`src/sv/tccw_pkg.sv`:
```
// ----------------------------------------------------------------------------
// tccw_pkg: shared definitions of the text console character writer
// Screen geometry, character codes, register indexes and the command and
// status groups that join the controller and the datapath.
// ----------------------------------------------------------------------------
package tccw_pkg;

    localparam int MAX_COLUMNS = 80;
    localparam int MAX_ROWS    = 25;
    localparam int CELL_COUNT  = MAX_ROWS * MAX_COLUMNS;
    localparam int ADDR_W      = $clog2(CELL_COUNT);

    localparam int COL_W  = 7;
    localparam int ROW_W  = 5;
    localparam int CHAR_W = 8;
    localparam int ATTR_W = 8;
    localparam int CELL_W = CHAR_W + ATTR_W;

    localparam logic [CHAR_W-1:0] CR_CHAR    = 8'd13;
    localparam logic [CHAR_W-1:0] LF_CHAR    = 8'd10;
    localparam logic [CHAR_W-1:0] BLANK_CHAR = 8'h20;
    localparam logic [ATTR_W-1:0] RESET_ATTR = 8'h1e;

    localparam logic [COL_W-1:0] COLS_RESET = 7'(MAX_COLUMNS);
    localparam logic [ROW_W-1:0] ROWS_RESET = 5'(MAX_ROWS);

    // Input item layout on the slave tdata bus
    localparam int IN_DATA_W  = 24;
    localparam int IN_CHAR_LO = 0;
    localparam int IN_ROW_LO  = IN_CHAR_LO + CHAR_W;
    localparam int IN_COL_LO  = IN_ROW_LO + ROW_W;

    // Result layout on the master tdata bus
    localparam int OUT_DATA_W = 32;

    // Configuration port
    localparam int CFG_IDX_W  = 2;
    localparam int CFG_DATA_W = 8;

    typedef enum logic [CFG_IDX_W-1:0] {
        CFG_COLUMNS   = 2'd0,
        CFG_ROWS      = 2'd1,
        CFG_ATTRIBUTE = 2'd2,
        CFG_UNUSED    = 2'd3
    } t_cfg_index;

    typedef enum logic {
        CMD_PUT  = 1'b0,
        CMD_READ = 1'b1
    } t_command;

    // Controller to datapath
    typedef struct packed {
        logic latch;       // capture the accepted item
        logic exec;        // update cursor, store char or issue cell read
        logic clear_step;  // write one reset cell of the clearing pass
        logic copy_rd;     // read a cell one row below its scroll target
        logic copy_wr;     // write the read cell one row up, advance scan
        logic blank_wr;    // blank one bottom-row cell, advance scan
        logic load_out;    // load the result register
    } t_ctrl_cmd;

    // Datapath to controller
    typedef struct packed {
        logic need_scroll;
        logic single_row;
        logic copy_last;
        logic blank_last;
        logic clear_last;
    } t_ctrl_status;

    function automatic logic [ADDR_W-1:0] cell_addr(input logic [ROW_W-1:0] row,
                                                    input logic [COL_W-1:0] col);
        logic [ADDR_W-1:0] base;
        base = ADDR_W'(row) * ADDR_W'(MAX_COLUMNS);
        return base + ADDR_W'(col);
    endfunction

endpackage

```
`src/sv/tccw_ctrl.sv`:
```
// ----------------------------------------------------------------------------
// tccw_ctrl: sequencing controller
// Runs the clearing pass, item execution, the scroll copy and blank sweeps,
// and the handshakes of both stream sides.
// ----------------------------------------------------------------------------
module tccw_ctrl
    import tccw_pkg::*;
(
    input  logic         i_clk,
    input  logic         i_rst_n,
    input  logic         s_axis_tvalid,
    output logic         s_axis_tready,
    output logic         m_axis_tvalid,
    input  logic         m_axis_tready,
    input  t_ctrl_status i_status,
    output t_ctrl_cmd    o_cmd
);

    typedef enum logic [6:0] {
        ST_CLEAR   = 7'b0000001,
        ST_IDLE    = 7'b0000010,
        ST_EXEC    = 7'b0000100,
        ST_COPY_RD = 7'b0001000,
        ST_COPY_WR = 7'b0010000,
        ST_BLANK   = 7'b0100000,
        ST_FINISH  = 7'b1000000
    } t_state;

    t_state r_state, n_state;
    logic   r_out_valid, n_out_valid;
    logic   out_free;

    assign out_free      = !r_out_valid || m_axis_tready;
    assign s_axis_tready = (r_state == ST_IDLE);
    assign m_axis_tvalid = r_out_valid;

    always_comb begin
        n_state     = r_state;
        n_out_valid = r_out_valid && !m_axis_tready;
        o_cmd       = '0;
        case (r_state)
            ST_CLEAR: begin
                o_cmd.clear_step = 1'b1;
                if (i_status.clear_last) begin
                    n_state = ST_IDLE;
                end
            end
            ST_IDLE: begin
                if (s_axis_tvalid) begin
                    o_cmd.latch = 1'b1;
                    n_state     = ST_EXEC;
                end
            end
            ST_EXEC: begin
                o_cmd.exec = 1'b1;
                if (!i_status.need_scroll) begin
                    n_state = ST_FINISH;
                end else if (i_status.single_row) begin
                    n_state = ST_BLANK;
                end else begin
                    n_state = ST_COPY_RD;
                end
            end
            ST_COPY_RD: begin
                o_cmd.copy_rd = 1'b1;
                n_state       = ST_COPY_WR;
            end
            ST_COPY_WR: begin
                o_cmd.copy_wr = 1'b1;
                n_state       = i_status.copy_last ? ST_BLANK : ST_COPY_RD;
            end
            ST_BLANK: begin
                o_cmd.blank_wr = 1'b1;
                if (i_status.blank_last) begin
                    n_state = ST_FINISH;
                end
            end
            ST_FINISH: begin
                // hold the result until the output register frees up
                if (out_free) begin
                    o_cmd.load_out = 1'b1;
                    n_out_valid    = 1'b1;
                    n_state        = ST_IDLE;
                end
            end
            default: begin
                n_state = ST_CLEAR;
            end
        endcase
    end

    always_ff @(posedge i_clk) begin
        if (!i_rst_n) begin
            r_state     <= ST_CLEAR;
            r_out_valid <= 1'b0;
        end else begin
            r_state     <= n_state;
            r_out_valid <= n_out_valid;
        end
    end

endmodule

```
`config.mk`:
```
export PLATFORM = sky130hd
export DESIGN_NAME = tccw_ctrl
export DESIGN_NICKNAME = d
export VERILOG_FILES = /design/src/sv/tccw_pkg.sv /design/src/sv/tccw_ctrl.sv
export SDC_FILE = /design/constraint.sdc
export NUM_CORES = 1
export LEC_CHECK = 0
export ABC_AREA = 1
export BUFFER_PORTS_ARGS = -buffer_cell sky130_fd_sc_hd__buf_2
export CELL_PAD_IN_SITES_DETAIL_PLACEMENT = 0
export CELL_PAD_IN_SITES_GLOBAL_PLACEMENT = 1
export CORE_MARGIN = 5
export CORE_UTILIZATION = 35
export CTS_BUF_LIST = sky130_fd_sc_hd__clkbuf_8
export CTS_CLUSTER_SIZE = 14
export DETAILED_ROUTE_END_ITERATION = 12
export GPL_TIMING_DRIVEN = 0
export PLACE_DENSITY_LB_ADDON = 0.1
export SLEW_MARGIN = 20
export SYNTH_ARGS = -nofsm -noshare
export SYNTH_HDL_FRONTEND = slang
export SYNTH_SLANG_ARGS = --single-unit
export TNS_END_PERCENT = 10
```
`constraint.sdc`:
```
create_clock -name i_clk -period 1.6 [get_ports i_clk]
set_input_delay 0 -clock i_clk [delete_from_list [all_inputs] [get_ports i_clk]]
set_output_delay 0 -clock i_clk [all_outputs]
set_load 0.05 [all_outputs]
```
==> results.tsv <==
metric	value	unit
Antenna diodes	0	
number of flops mapped to enable cells by yosys	0	
CP Launch Type	flip-flop	
slew margin rel.	81.4	%
worst skew pair latency	230	ps
# setup viols final	0	
Crit Path Category	reg -> out	
Yosys top cell area share	30.6	%
Max FO, Critical Path	4	
Detailed Place HPWL	1.02	mm
postcts setup bufs	0	
yosys warns	0	
VDD IR max	0.459	mV
power consumption	684	uW
Clock Pin Slew Worst Setup and Hold Paths	40	ps
largest net degree at the start of global routing	6	
CTS Hold Buffers Added	0	
Cell Pwr Density	1010	mW/mm2
Worst Max-Slew Pin Slew	279	ps
routed wire length	1.20	mm
crit share post-route	86.8	%
Die X	48.7	um
Syn Std Cell Area	523	um2
# DRC	0	
Avg WL per Cell	9.80	um
crit path DAT	1390	ps
TritonRoute pass-1 iters	5	
Max-Cap Viols	0	
largest area contributor in the netlist	dfxtp_1	
share of post-route cells with drive strength above 1	33.0	%
CP bufs+invs	2	
number of synthesized register bits	8	
FP Rows	14	
max-slew violations	0	
Crit path required time	1600	ps
post-CTS sizing	0	
CP delay by family, top	simple AND/OR/NAND/NOR gates	
outcome	completed	
CP max stage delay	310	ps
CP endpoint kind	primary output	
clock skew	1.21	ps
CTS sink cnt	8	
crit-path cells	inv_2, nand2_1, nor2_1, nand2_1, nor2_1, buf_2	
H-tree Lvls	1	
cell count after synthesis	86	
remaining global-route overflow	0	
Antenna Nets Post-Route	0	
initial core utilization	36.0	%
clock root cell	clkbuf_8	
Static Leak	0.000397	uW
setup_tns	0	ps
GP Congestion	0.728	
CTS tree	yes	
count of different cell masters after synthesis	16	
gr usage total	11.3	%
most frequent cell after synthesis	nand2_1	
Period minus WS final	1390	ps
number of global-route vias before repair	513	
worst hold path type	in -> reg	
syn_nets	95	
mean cell area of the mapped netlist	6.08	um2
I/O pin total	18	
IO Port Bufs	17	
via total after detailed routing	565	
RSZ-0062 raised after global routing	false	
DRT iter0 DRCs	11	
Synth Flop Type	dfxtp_1	
synth cell count leaders	nand2_1 (20), nor2_1 (15), inv_1 (11)	
vias per cell	4.63	
area grow syn2layout	29.7	%
Nets	117	
number of buffers created by CTS	3	
die height	48.7	um
fmax	720	MHz
clock buffer depth	2	
Area contributors post-synth	dfxtp_1 (31%), nand2_1 (14%), nor2_1 (11%), nand3_1 (8.6%), inv_1 (7.9%)	
register area share after synthesis	30.6	%
core area	0.00145	mm2
Die ar.	0.00237	mm2
first-pass GRT wire length	2.10	mm
final hold viol count	0	
antenna violations before repair	0	
Async SR Flop Fraction	0	%
CP max stage cell	dfxtp_1	
[cell type report]
class | instances | area (um2)
clock buffers | 3 | 41.3
fillers | 165 | 776
inverters | 20 | 76.3
multi-input cells | 58 | 295
flip-flops and latches | 8 | 160
well taps | 16 | 20.0
repair buffers | 17 | 85.1
[through the flow]
step	std cells	util, %	hold slack, ps	setup WS (ps)	cell area (um2)
2_1_floorplan	86	-	97.6	155	532
3_3_place_gp	119	43.8	243	370	637
3_5_place_dp	119	43.8	249	392	637
4_1_cts	122	46.6	8.79	195	678
5_1_grt	122	46.6	36.1	79.0	678
6_report	122	46.6	13.9	211	678
[layout by cell type, fill, tap and decap left out, types with 2 or more instances in the layout]
master,instances
buf_2,17
a21oi_1,3
inv_2,8
nand3b_1,2
nor2_4,2
nand3_1,9
nor2_1,15
inv_1,11
clkbuf_8,3
dfxtp_1,8
nand2_1,20
nand2_4,2
[sequential cells by signal, indices dropped and copies added, names as in the netlist]
register / flops
m_axis_tvalid: 1
r_state: 7
[worst reg2reg max path: cells and delay by family, from the launching register on]
family / cells / cell delay, ps
and+or+nand+nor: 6 / 500
DFF: 1 / 430
AOI/OAI and AO/OA: 1 / 120
buffers and inverters: 1 / 70
[layer usage]
layer  GRT usage [%]  share of wire [%]  vias to the layer above
met2            16.7                 45                       18
li1                -                  -                      301
met1            14.7                 45                      242
met4            6.73                1.9                        0
met3            2.76                7.4                        4
met5               0                  0                        -
[worst paths after layout]
check / start / slack, ps / cells after the start / to
worst max-delay path: r_state[5] / 210 / 6 / o_cmd[6]
worst min register to register: m_axis_tvalid / 590 / 4 / m_axis_tvalid
worst min-delay path: i_rst_n / 10 / 3 / r_state[5]
worst max register to register: r_state[2] / 410 / 8 / r_state[1]
[logic make-up after synthesis]
group,synth area share [%]
AND/OR/NAND/NOR,51.0
flip-flops,30.6
buffers and inverters,14.6
AO/OA/AOI/OAI,3.83
[power by group]
group          internal, uW  switching (uW)
combinational          63.6             145
sequential              213            12.7
clock                   163            85.0
total                   441             243
Power figures use the tool's default switching activity.
